--- config.mk ---
export PLATFORM = sky130hd
export DESIGN_NAME = quad_photodiode_stepper_centering
export DESIGN_NICKNAME = d
export VERILOG_FILES = /design/src/rtl/core/qpsc_pkg.sv /design/src/rtl/core/qpsc_eval.sv /design/src/rtl/core/qpsc_seq.sv /design/src/rtl/core/quad_photodiode_stepper_centering.sv
export SDC_FILE = /design/constraint.sdc
export NUM_CORES = 2
export LEC_CHECK = 0
export BUFFER_PORTS_ARGS = -buffer_cell sky130_fd_sc_hd__clkbuf_2
export CORE_ASPECT_RATIO = 0.8
export CORE_MARGIN = 4
export CORE_UTILIZATION = 41
export CTS_CLUSTER_DIAMETER = 50
export CTS_CLUSTER_SIZE = 20
export DETAILED_ROUTE_END_ITERATION = 8
export GPL_TIMING_DRIVEN = 0
export PLACE_DENSITY = 0.55
export SLEW_MARGIN = 20
export SYNTH_ARGS = -nofsm -noshare
export SYNTH_HDL_FRONTEND = slang
export SYNTH_HIERARCHICAL = 1
export SYNTH_SLANG_ARGS = --single-unit
export TNS_END_PERCENT = 20
--- constraint.sdc ---
create_clock -name aclk -period 13.3 [get_ports aclk]
set_clock_uncertainty 0.05 [all_clocks]
set_input_delay 2.66 -clock aclk [delete_from_list [all_inputs] [get_ports aclk]]
set_output_delay 2.66 -clock aclk [all_outputs]
set_load 0.01 [all_outputs]
--- src/rtl/core/qpsc_pkg.sv ---
// shared types, constants and the coil table for the beam centering block
`timescale 1ns / 1ps

package qpsc_pkg;

    // sample and fraction format
    localparam int SAMPLE_BITS   = 12;
    localparam int FRACTION_BITS = 15;

    // register field widths
    localparam int STEPS_W  = 13;
    localparam int TGT_W    = 16;
    localparam int TOL_W    = 15;
    localparam int MOVES_W  = 16;
    localparam int CFG_W    = 16;
    localparam int CFG_IDX_W = 2;

    // result field widths
    localparam int COIL_W   = 4;
    localparam int STATUS_W = 3;
    localparam int PHASE_W  = 3;

    // arithmetic widths derived from the sample format
    localparam int SUM_W  = SAMPLE_BITS + 2;
    localparam int DIFF_W = SUM_W + 1;
    localparam int ERR_W  = SUM_W + ((FRACTION_BITS > TGT_W) ? FRACTION_BITS : TGT_W) + 2;
    localparam int TPROD_W = TGT_W + SUM_W + 1;
    localparam int LPROD_W = TOL_W + SUM_W;

    // stream packing
    localparam int IN_FIELDS_W  = 4 * SAMPLE_BITS;
    localparam int IN_DATA_W    = ((IN_FIELDS_W + 7) / 8) * 8;
    localparam int OUT_FIELDS_W = COIL_W + 1 + STEPS_W + STATUS_W;
    localparam int OUT_DATA_W   = ((OUT_FIELDS_W + 7) / 8) * 8;

    // budget limit
    localparam logic [STEPS_W-1:0] BUDGET_MAX = STEPS_W'(4096);

    // register reset values
    localparam logic [STEPS_W-1:0] INIT_STEPS_RST = STEPS_W'(2048);
    localparam logic [TGT_W-1:0]   TARGET_RST     = '0;
    localparam logic [TOL_W-1:0]   TOL_RST        = TOL_W'(33);
    localparam logic [MOVES_W-1:0] MAX_MOVES_RST  = MOVES_W'(65535);

    // register indexes
    typedef enum logic [CFG_IDX_W-1:0] {
        CFG_INITIAL_STEPS = 2'd0,
        CFG_TARGET        = 2'd1,
        CFG_TOLERANCE     = 2'd2,
        CFG_MAX_MOVES     = 2'd3
    } qpsc_cfg_idx_t;

    // search status
    typedef enum logic [STATUS_W-1:0] {
        ST_IDLE    = 3'd0,
        ST_MOVING  = 3'd1,
        ST_ALIGNED = 3'd2,
        ST_LIMIT   = 3'd3,
        ST_NOBEAM  = 3'd4
    } qpsc_status_t;

    // outcome of the position test
    typedef struct packed {
        logic no_beam;
        logic aligned;
        logic err_pos;
    } qpsc_eval_t;

    // one result transaction
    typedef struct packed {
        qpsc_status_t         status;
        logic [STEPS_W-1:0]   step_budget;
        logic                 turn_reverse;
        logic [COIL_W-1:0]    coil_pattern;
    } qpsc_result_t;

    // sequencer state seen by the top-level checks
    typedef struct packed {
        qpsc_status_t         status;
        logic [STEPS_W-1:0]   budget;
        logic [STEPS_W-1:0]   steps_left;
    } qpsc_mon_t;

    // half-step coil pattern for a phase index
    function automatic logic [COIL_W-1:0] coil_lookup(input logic [PHASE_W-1:0] phase);
        logic [COIL_W-1:0] pat;
        case (phase)
            3'd0:    pat = 4'h1;
            3'd1:    pat = 4'h3;
            3'd2:    pat = 4'h2;
            3'd3:    pat = 4'h6;
            3'd4:    pat = 4'h4;
            3'd5:    pat = 4'hC;
            3'd6:    pat = 4'h8;
            default: pat = 4'h9;
        endcase
        return pat;
    endfunction

endpackage

--- src/rtl/core/qpsc_eval.sv ---
// position error and tolerance test on one set of quadrant samples
`timescale 1ns / 1ps

module qpsc_eval (
    input  logic [qpsc_pkg::SAMPLE_BITS-1:0] quad_a,
    input  logic [qpsc_pkg::SAMPLE_BITS-1:0] quad_b,
    input  logic [qpsc_pkg::SAMPLE_BITS-1:0] quad_c,
    input  logic [qpsc_pkg::SAMPLE_BITS-1:0] quad_d,
    input  logic [qpsc_pkg::TGT_W-1:0]       target_position,
    input  logic [qpsc_pkg::TOL_W-1:0]       tolerance,
    output qpsc_pkg::qpsc_eval_t             result
);

    logic [qpsc_pkg::SUM_W-1:0]          sum;
    logic [qpsc_pkg::SAMPLE_BITS:0]      pair_bd;
    logic [qpsc_pkg::SAMPLE_BITS:0]      pair_ac;
    logic signed [qpsc_pkg::DIFF_W-1:0]  diff;
    logic signed [qpsc_pkg::ERR_W-1:0]   scaled;
    logic signed [qpsc_pkg::TPROD_W-1:0] target_prod;
    logic signed [qpsc_pkg::ERR_W-1:0]   err;
    logic [qpsc_pkg::ERR_W-1:0]          mag;
    logic [qpsc_pkg::LPROD_W-1:0]        tol_prod;

    // quadrant sums
    assign pair_bd = {1'b0, quad_b} + {1'b0, quad_d};
    assign pair_ac = {1'b0, quad_a} + {1'b0, quad_c};
    assign sum     = qpsc_pkg::SUM_W'(pair_bd) + qpsc_pkg::SUM_W'(pair_ac);

    // error = diff scaled up minus target times sum
    assign diff = $signed(qpsc_pkg::DIFF_W'(pair_bd)) - $signed(qpsc_pkg::DIFF_W'(pair_ac));
    assign scaled = qpsc_pkg::ERR_W'(diff) <<< qpsc_pkg::FRACTION_BITS;
    assign target_prod = $signed(target_position) * $signed({1'b0, sum});
    assign err = scaled - qpsc_pkg::ERR_W'(target_prod);

    // magnitude against tolerance times sum
    assign mag      = err[qpsc_pkg::ERR_W-1] ? qpsc_pkg::ERR_W'(-err) : qpsc_pkg::ERR_W'(err);
    assign tol_prod = tolerance * sum;

    assign result.no_beam = (sum == '0);
    assign result.aligned = (mag <= qpsc_pkg::ERR_W'(tol_prod));
    assign result.err_pos = !err[qpsc_pkg::ERR_W-1] && (err != '0);

endmodule

--- src/rtl/core/qpsc_seq.sv ---
// search sequencer: move state, step budget, phase and coil drive
`timescale 1ns / 1ps

module qpsc_seq (
    input  logic                            aclk,
    input  logic                            aresetn,
    input  logic                            fire,
    input  logic                            start_req,
    input  qpsc_pkg::qpsc_eval_t            eval_res,
    input  logic [qpsc_pkg::STEPS_W-1:0]    initial_steps,
    input  logic [qpsc_pkg::MOVES_W-1:0]    max_moves,
    output qpsc_pkg::qpsc_result_t          result,
    output qpsc_pkg::qpsc_mon_t             mon
);

    qpsc_pkg::qpsc_status_t           status_reg, status_next;
    logic [qpsc_pkg::PHASE_W-1:0]     phase_reg, phase_next;
    logic                             rev_reg, rev_next;
    logic [qpsc_pkg::STEPS_W-1:0]     budget_reg, budget_next;
    logic [qpsc_pkg::STEPS_W-1:0]     steps_reg, steps_next;
    logic [qpsc_pkg::MOVES_W-1:0]     count_reg, count_next;

    logic                             stepping;
    logic                             do_eval;
    logic                             first_test;
    logic                             move_ok;
    logic [qpsc_pkg::STEPS_W-1:0]     init_budget;
    logic [qpsc_pkg::STEPS_W-1:0]     base_budget;
    logic [qpsc_pkg::STEPS_W-1:0]     halved;
    logic [qpsc_pkg::STEPS_W-1:0]     steps_dec;
    logic [qpsc_pkg::MOVES_W-1:0]     count_base;
    logic [qpsc_pkg::COIL_W-1:0]      coil;

    // clamp the first budget into 1 .. BUDGET_MAX
    always_comb begin
        if (initial_steps == '0) begin
            init_budget = qpsc_pkg::STEPS_W'(1);
        end else if (initial_steps > qpsc_pkg::BUDGET_MAX) begin
            init_budget = qpsc_pkg::BUDGET_MAX;
        end else begin
            init_budget = initial_steps;
        end
    end

    // when a test happens and what it starts from
    always_comb begin
        stepping    = fire && !start_req && (status_reg == qpsc_pkg::ST_MOVING);
        first_test  = fire && start_req;
        steps_dec   = (steps_reg != '0) ? steps_reg - qpsc_pkg::STEPS_W'(1) : steps_reg;
        do_eval     = first_test || (stepping && (steps_dec == '0));
        base_budget = first_test ? init_budget : budget_reg;
        count_base  = first_test ? '0 : count_reg;
        move_ok     = !eval_res.no_beam && !eval_res.aligned && (count_base < max_moves);
        halved      = base_budget >> 1;
    end

    // next state of the search
    always_comb begin
        status_next = status_reg;
        if (do_eval) begin
            if (eval_res.no_beam) begin
                status_next = qpsc_pkg::ST_NOBEAM;
            end else if (eval_res.aligned) begin
                status_next = qpsc_pkg::ST_ALIGNED;
            end else if (count_base >= max_moves) begin
                status_next = qpsc_pkg::ST_LIMIT;
            end else begin
                status_next = qpsc_pkg::ST_MOVING;
            end
        end
    end

    // phase, budget, direction and counters
    always_comb begin
        phase_next  = phase_reg;
        rev_next    = rev_reg;
        budget_next = first_test ? init_budget : budget_reg;
        steps_next  = steps_reg;
        count_next  = count_base;
        if (stepping) begin
            phase_next = rev_reg ? phase_reg - qpsc_pkg::PHASE_W'(1)
                                 : phase_reg + qpsc_pkg::PHASE_W'(1);
            steps_next = steps_dec;
        end
        if (do_eval) begin
            if (move_ok) begin
                if (!first_test && (eval_res.err_pos != rev_reg)) begin
                    budget_next = (halved == '0) ? qpsc_pkg::STEPS_W'(1) : halved;
                end else begin
                    budget_next = base_budget;
                end
                rev_next   = eval_res.err_pos;
                steps_next = budget_next;
                count_next = count_base + qpsc_pkg::MOVES_W'(1);
            end else begin
                steps_next = '0;
            end
        end
    end

    // coil drive of this transaction
    always_comb begin
        coil = stepping ? qpsc_pkg::coil_lookup(phase_reg) : '0;
    end

    // state registers, updated once per processed transaction
    always_ff @(posedge aclk) begin
        if (!aresetn) begin
            status_reg <= qpsc_pkg::ST_IDLE;
            phase_reg  <= '0;
            rev_reg    <= 1'b0;
            budget_reg <= '0;
            steps_reg  <= '0;
            count_reg  <= '0;
        end else if (fire) begin
            status_reg <= status_next;
            phase_reg  <= phase_next;
            rev_reg    <= rev_next;
            budget_reg <= budget_next;
            steps_reg  <= steps_next;
            count_reg  <= count_next;
        end
    end

    assign result.status       = status_next;
    assign result.step_budget  = budget_next;
    assign result.turn_reverse = rev_next;
    assign result.coil_pattern = coil;

    assign mon.status     = status_reg;
    assign mon.budget     = budget_reg;
    assign mon.steps_left = steps_reg;

endmodule

--- src/rtl/core/quad_photodiode_stepper_centering.sv ---
// top level of the quad photodiode beam centering stepper search
`timescale 1ns / 1ps

// Usage
// Each input transaction is one step-timer tick carrying four quadrant samples
// in s_tdata (A lowest) and a restart flag in s_tuser. Every tick gives exactly
// one result transaction: the coil pattern to drive for both motors, the
// current direction, the step budget in use and the search status.
// A tick with s_tuser high restarts the search from the register settings.
// A tick passes through an input register, then the position test and
// sequencer logic into the result register. One tick is taken every cycle
// while m_tready is high; the rate is set by that single registered pass.
// The input stage keeps accepting while a result waits, until both registers
// hold data; a stall on m_tready then holds the result and drops s_tready.
// Registers are written through cfg_we / cfg_index / cfg_wdata, one per cycle.
// A synchronous active-low reset empties both registers, loads the register
// defaults and leaves the search idle with a zero budget.

module quad_photodiode_stepper_centering (
    input  logic                              aclk,
    input  logic                              aresetn,
    // input ticks
    input  logic                              s_tvalid,
    output logic                              s_tready,
    input  logic [qpsc_pkg::IN_DATA_W-1:0]    s_tdata,  // quad_a, quad_b, quad_c, quad_d
    input  logic                              s_tuser,  // start_req
    // results
    output logic                              m_tvalid,
    input  logic                              m_tready,
    output logic [qpsc_pkg::OUT_DATA_W-1:0]   m_tdata,  // coil_pattern, turn_reverse,
                                                        // step_budget, status
    // register writes
    input  logic                              cfg_we,
    input  logic [qpsc_pkg::CFG_IDX_W-1:0]    cfg_index,
    input  logic [qpsc_pkg::CFG_W-1:0]        cfg_wdata
);

    localparam int SB = qpsc_pkg::SAMPLE_BITS;

    logic [qpsc_pkg::STEPS_W-1:0]  init_steps_reg;
    logic [qpsc_pkg::TGT_W-1:0]    target_reg;
    logic [qpsc_pkg::TOL_W-1:0]    tol_reg;
    logic [qpsc_pkg::MOVES_W-1:0]  max_moves_reg;

    logic                          in_valid_reg, in_valid_next;
    logic                          in_start_reg;
    logic [SB-1:0]                 in_a_reg, in_b_reg, in_c_reg, in_d_reg;

    logic                          out_valid_reg, out_valid_next;
    qpsc_pkg::qpsc_result_t        out_reg;

    logic                          out_free;
    logic                          fire;
    logic                          in_take;
    qpsc_pkg::qpsc_eval_t          eval_res;
    qpsc_pkg::qpsc_result_t        result;
    qpsc_pkg::qpsc_mon_t           mon;

    // register file
    always_ff @(posedge aclk) begin
        if (!aresetn) begin
            init_steps_reg <= qpsc_pkg::INIT_STEPS_RST;
            target_reg     <= qpsc_pkg::TARGET_RST;
            tol_reg        <= qpsc_pkg::TOL_RST;
            max_moves_reg  <= qpsc_pkg::MAX_MOVES_RST;
        end else if (cfg_we) begin
            unique case (qpsc_pkg::qpsc_cfg_idx_t'(cfg_index))
                qpsc_pkg::CFG_INITIAL_STEPS: init_steps_reg <= cfg_wdata[qpsc_pkg::STEPS_W-1:0];
                qpsc_pkg::CFG_TARGET:        target_reg     <= cfg_wdata[qpsc_pkg::TGT_W-1:0];
                qpsc_pkg::CFG_TOLERANCE:     tol_reg        <= cfg_wdata[qpsc_pkg::TOL_W-1:0];
                qpsc_pkg::CFG_MAX_MOVES:     max_moves_reg  <= cfg_wdata[qpsc_pkg::MOVES_W-1:0];
                default: ;
            endcase
        end
    end

    // handshake between the two stages
    assign out_free = !out_valid_reg || m_tready;
    assign fire     = in_valid_reg && out_free;
    assign s_tready = !in_valid_reg || out_free;
    assign in_take  = s_tvalid && s_tready;

    always_comb begin
        in_valid_next = in_valid_reg;
        if (in_take) begin
            in_valid_next = 1'b1;
        end else if (fire) begin
            in_valid_next = 1'b0;
        end
    end

    always_comb begin
        out_valid_next = out_valid_reg;
        if (fire) begin
            out_valid_next = 1'b1;
        end else if (m_tready) begin
            out_valid_next = 1'b0;
        end
    end

    // input register
    always_ff @(posedge aclk) begin
        if (!aresetn) begin
            in_valid_reg <= 1'b0;
        end else begin
            in_valid_reg <= in_valid_next;
        end
    end

    always_ff @(posedge aclk) begin
        if (in_take) begin
            in_start_reg <= s_tuser;
            in_a_reg     <= s_tdata[SB-1:0];
            in_b_reg     <= s_tdata[2*SB-1:SB];
            in_c_reg     <= s_tdata[3*SB-1:2*SB];
            in_d_reg     <= s_tdata[4*SB-1:3*SB];
        end
    end

    // position test
    qpsc_eval u_eval (
        .quad_a          (in_a_reg),
        .quad_b          (in_b_reg),
        .quad_c          (in_c_reg),
        .quad_d          (in_d_reg),
        .target_position (target_reg),
        .tolerance       (tol_reg),
        .result          (eval_res)
    );

    // search sequencer
    qpsc_seq u_seq (
        .aclk          (aclk),
        .aresetn       (aresetn),
        .fire          (fire),
        .start_req     (in_start_reg),
        .eval_res      (eval_res),
        .initial_steps (init_steps_reg),
        .max_moves     (max_moves_reg),
        .result        (result),
        .mon           (mon)
    );

    // result register
    always_ff @(posedge aclk) begin
        if (!aresetn) begin
            out_valid_reg <= 1'b0;
        end else begin
            out_valid_reg <= out_valid_next;
        end
    end

    always_ff @(posedge aclk) begin
        if (fire) begin
            out_reg <= result;
        end
    end

    assign m_tvalid = out_valid_reg;
    assign m_tdata  = qpsc_pkg::OUT_DATA_W'({out_reg.status, out_reg.step_budget,
                                             out_reg.turn_reverse, out_reg.coil_pattern});

    // a running move always has a nonzero budget and steps left
    a_moving_budget: assert property (@(posedge aclk) disable iff (!aresetn)
        mon.status == qpsc_pkg::ST_MOVING |-> mon.budget != '0 && mon.steps_left != '0)
        else $error("moving with empty budget or no steps left");

    // steps left never exceed the budget of the move
    a_steps_bound: assert property (@(posedge aclk) disable iff (!aresetn)
        mon.status == qpsc_pkg::ST_MOVING |-> mon.steps_left <= mon.budget)
        else $error("steps left above budget");

    // a held tick with a free result register is always processed
    a_progress: assert property (@(posedge aclk) disable iff (!aresetn)
        in_valid_reg && !out_valid_reg |=> out_valid_reg)
        else $error("input stage stuck with free result register");

    // the budget never leaves its range once set
    a_budget_range: assert property (@(posedge aclk) disable iff (!aresetn)
        fire |-> result.step_budget <= qpsc_pkg::BUDGET_MAX)
        else $error("step budget out of range");

endmodule

* Word-level counts from Yosys, hierarchy flattened
Cells that the tools add are included.
Storage, ports and cells: register bits after elaboration 181, bits of input ports 72, output and inout bits 26, word-level logic and storage cells 112
Operators by class: add/sub/neg operators 10, multiply operators 2, order comparisons 4, eq/ne operators 11, multiplexer cells 27, reductions and logical operators 37
Operators with widths (number):
- two-way mux 13 bit | 10
- two-way mux 16 bit | 3
- logical NOT 13 bit | 3
- <= comparator 32 x 29 -> 1 bit | 1
- two-way mux 32 bit | 1
- negation 32 bit | 1
- nonzero test 32 bit | 1
- subtractor 29 x 31 -> 32 bit | 1
- multiplier 16 x 15 -> 31 bit | 1
- multiplier 15 x 14 -> 29 bit | 1
- one-hot mux 4 bit (7 select lines) | 1
- adder 12 x 12 -> 13 bit | 2
- adder 16 x 1 -> 16 bit, second input constant | 1
- >= comparator 16 bit | 1
- less-than comparator 16 bit | 1
- adder 13 x 13 -> 14 bit | 1
- logical NOT 14 bit | 1
- subtractor 13 x 13 -> 14 bit | 1
- greater-than comparator 13 bit, second input constant | 1
- nonzero test 13 bit | 1
- subtractor 13 x 1 -> 13 bit, second input constant | 1
- two-way mux 12 bit | 1
- two-way mux 3 bit | 4
- AND reduction 2 bit | 6
- other kinds (16) | 45

* Logic depth before layout (Yosys ltp)
depth in word-level cells 12, mapped depth 65

* Modules after synthesis
The synthesis kept the hierarchy.
By module, submodules not included:
- qpsc_eval | times used 1, cells each 2355, area an instance 20214.4 um^2, seq. area each 0.0 um^2
- quad_photodiode_stepper_centering | times used 1, cells each 324, area an instance 4559.4 um^2, seq. area each 3343.2 um^2
- qpsc_seq | times used 1, cells each 478, area an instance 3736.1 um^2, seq. area each 980.9 um^2

* Worst setup path after synthesis
Ideal clock, no wire load.
kind flip-flop to flip-flop, start point register in_b_reg[0], end point register out_reg (netlist bit m_tdata[4]), data pin, setup time 0.251 ns, data arrival time 12.358 ns, setup slack 0.641 ns, stages on the path, launching flop included 62, path buffers 5, cells stage by stage edfxtp_1 -> ha_1 -> inv_1 -> fa_1 -> nor2b_1 -> o21ai_0 -> a21boi_0 -> o21ai_0 -> a21boi_0 -> o21ai_0 -> nand2b_1 -> xor2_1 -> ha_1 -> inv_1 -> nor3_1 -> a21oi_1 -> o41ai_1 -> or4_1 -> [26 not listed] -> ha_1 -> a21o_1 -> a21o_1 -> a21o_1 -> a21oi_1 -> o21ai_0 -> a221oi_1 -> nor3_1 -> nor3_1 -> or4b_1 -> o21ai_1 -> a211o_1 -> a211oi_1 -> and3_1 -> clkbuf_1 -> a31o_2 -> mux2_4 -> buf_4
RTL lines:
- start, declared | line quad_photodiode_stepper_centering.sv:47 | logic [SB-1:0] in_a_reg, in_b_reg, in_c_reg, in_d_reg;
- start signal, assigned | line quad_photodiode_stepper_centering.sv:114 | in_b_reg <= s_tdata[2*SB-1:SB];
- end signal, assigned | line quad_photodiode_stepper_centering.sv:155 | out_reg <= result;
- end, declared | line quad_photodiode_stepper_centering.sv:50 | qpsc_pkg::qpsc_result_t out_reg;

==> flow_summary_export.csv <==
group,metric,value,unit
cells_and_area,nFillCells,6564,
place,placed_cell_area,0.0302,mm2
logic_synthesis,synth_edf_count,70,
detailed_routing,final_antenna_net_count,0,
floorplan,initial_utilization,41.4,%
logic_synthesis,yosys.area.top_type_share,28.3,%
detailed_routing,first_pass_iters,5,
sta,period_share,98.2,%
critical_path,critPathMaxStageDelay,0.57,ns
logic_synthesis,yosysTopAreaCell,"fa_1",
logic_synthesis,async_flop_share,0,%
clock_tree,clkSinkCount,181,
sta,tightest_slew,1.34,ns
logic_synthesis,yosysWarnings,6,
place,hpwl,70.5,mm
sta,relSlewSlack,10.0,%
clock_tree,cts_tree,"done",
detailed_routing,totalWireLength,84.0,mm
logic_synthesis,synth.most_common_cell,"inv_1",
cells_and_area,nets,4093,
global_routing,antenna_found_initial,3,
global_routing,track_usage,22.8,%
flow_run,drv_cap,0,
sta,rsz0062_at_grt,"yes",
worst_hold_path,hp-start,"init_steps_reg[12]",
logic_synthesis,synth_cell_types,108,
cells_and_area,drive_above_1_share,14.4,%
clock_tree,clk_latency,0.46,ns
place,gp_congestion,0.881,
logic_synthesis,syn_area,0.0285,mm2
critical_path,path_class,"reg -> reg",
logic_synthesis,synth-seq-cells,181,
detailed_routing,drt_iter0_markers,1455,
logic_synthesis,ys_top_cells_by_count,"549 x inv_1, 403 x fa_1, 361 x nand2_1",
critical_path,start_kind,"register",
clock_tree,root_buffer,"clkbuf_16",
sta,drv_slew,0,
global_routing,grt_max_degree,29,
clock_tree,cts.clk_slew.worst_paths,0.08,ns
critical_path,path_buf_inv,9,
cells_and_area,multi_input_area,0.0226,mm2
detailed_routing,vias,22560,
cells_and_area,seq_area,0.00432,mm2
critical_path,required,13.48,ns
global_routing,overflow,0,
floorplan,rows,86,
logic_synthesis,synthTopCellsByArea,"fa_1 28%, ha_1 13%, dfxtp_1 7.8%",
worst_hold_path,hp-class,"reg -> reg",
clock_tree,cts.path.max_buffers,2,
floorplan,coreArea,0.0689,mm2
cells_and_area,design_area,0.0326,mm2
floorplan,die_w,303,um
critical_path,path_max_fanout,10,
logic_synthesis,ys.flop_type,"dfxtp_1",
floorplan,dieHeight,244,um
cells_and_area,largest_register_ff_count,21,
floorplan,dieArea,0.0738,mm2
clock_tree,htree_levels,4,
cells_and_area,layout-area-overhead-vs-synth,14.3,%
sta,setup_viol,0,
detailed_routing,via_per_inst,5.28,
logic_synthesis,ys_seq_area_share,15.2,%
place,portBuffers,91,
outcome,outcome,"finished clean",
sta,min_period,13.06,ns
critical_path,cpLargestDelayFamily,"compound AO/OA/AOI/OAI gates",
critical_path,crit_slowest_cell,"fa_2",
global_routing,grt_pass1_wl,131,mm
critical_path,cp-end-kind,"register",
clock_tree,cts_buffers,17,
sta,fmax,0.0765,GHz
sta,final_hold_viol_count,0,
logic_synthesis,syn_avg_cell_area,9.03,um2
global_routing,grt_pass1_vias,22936,
critical_path,worstPathArrival,13.24,ns
critical_path,critPathLaunch,"in_c_reg[0]",
critical_path,worstReg2RegStart,"in_c_reg[0]",
detailed_routing,wl_per_cell,19.7,um
floorplan,num_io_pins,98,
detailed_routing,drc,0,
logic_synthesis,synth_cells,3157,
[kinds of logic (layout without fill, tap and decap cells)]
family,Yosys count,count (layout),share of synthesized area (%)
adders and majority gates,690,690,40.9
xor gates and xnor gates,121,121,3.80
buffers and inverters,692,877,9.46
DFF,181,181,15.2
AOI/OAI and AO/OA,419,419,10.1
and+or+nand+nor,979,979,17.9
muxes,74,74,2.65
other,1,5,0.0132
[final timing paths]
kind	end	slack, ns	depth (start not counted)
min	init_steps_reg[12]	0.42	2
max reg2reg	m_tdata[4]	0.24	60
min reg2reg	init_steps_reg[12]	0.42	2
max	m_tdata[4]	0.24	60
[area by class of cell]
class | count | area share [%]
Antenna cell | 2 | 0.0154
Buffer | 134 | 2.49
Clock buffer | 17 | 1.30
Clock inverter | 15 | 0.533
Inverter | 549 | 6.34
Multi-Input combinational cell | 2286 | 69.4
Sequential cell | 181 | 13.3
Tap cell | 924 | 3.55
Timing Repair Buffer | 162 | 3.14
[repair_timing]
action | 4_1_cts | 5_1_grt
hold endpoints to repair | 0 | 0
endpoints found under the setup margin | 61 | 61
resized for setup | 138 | 198
pin swaps | 41 | 97
hold buffers | 0 | 0
cloned | 1 | 2
setup buffers | 19 | 48
[per-layer routing]
layer / global-route usage [%] / share of wire, %
met4: 3.38 / 0.92
met1: 34.2 / 48
met2: 35.4 / 45
met3: 3.67 / 6.0
met5: 0 / 0
[layout by cell type (no fill, tap or decap), types with 17 or more instances in the layout]
cell type  synthesis  final
a21oi_1          118     97
nor2b_1           30     28
fa_1             403    388
clkbuf_16          0     17
dfxtp_1          111    111
inv_1            549    538
nor3_1            32     25
o21a_1            18     18
mux2i_1           66     61
edfxtp_1          70     70
buf_4              7     73
xnor2_1           79     54
nand2b_1          23     23
o211ai_1          25     25
ha_1             287    270
nand2_1          361    355
and2_1           266    259
xnor2_2            0     22
xor2_1            39     31
nand3_1           36     32
a21o_1            38     38
clkbuf_1         113     81
clkbuf_2           0     98
nor2_1            89     83
o21ai_0           65     54
nand4_1           26     26
[metrics by stage]
| stage | hold WS [ns] | util, % | cells | TNS [ns] | worst slack, ns |
|---|---|---|---|---|---|
| 2_1_floorplan | 0.387 | - | 3159 | 0 | 0.641 |
| 3_3_place_gp | 0.404 | 43.8 | 4174 | -160.04 | -2.89 |
| 3_5_place_dp | 0.413 | 43.8 | 4175 | -169.84 | -3.04 |
| 4_1_cts | 0.424 | 45.7 | 4220 | 0 | 0.000240 |
| 5_1_grt | 0.463 | 47.3 | 4268 | -11.20 | -0.317 |
| 6_report | 0.421 | 47.3 | 4270 | 0 | 0.236 |
[tightest hold or removal path, stage by stage, from the launching register on]
cell and delay [ns]:
dfxtp_1 0.32, nand2_1 0.05, mux2i_1 0.06
Power is left out: the tool's default activity adds up to more than one toggle a clock period on the data nets, which glitch-free logic cannot reach.
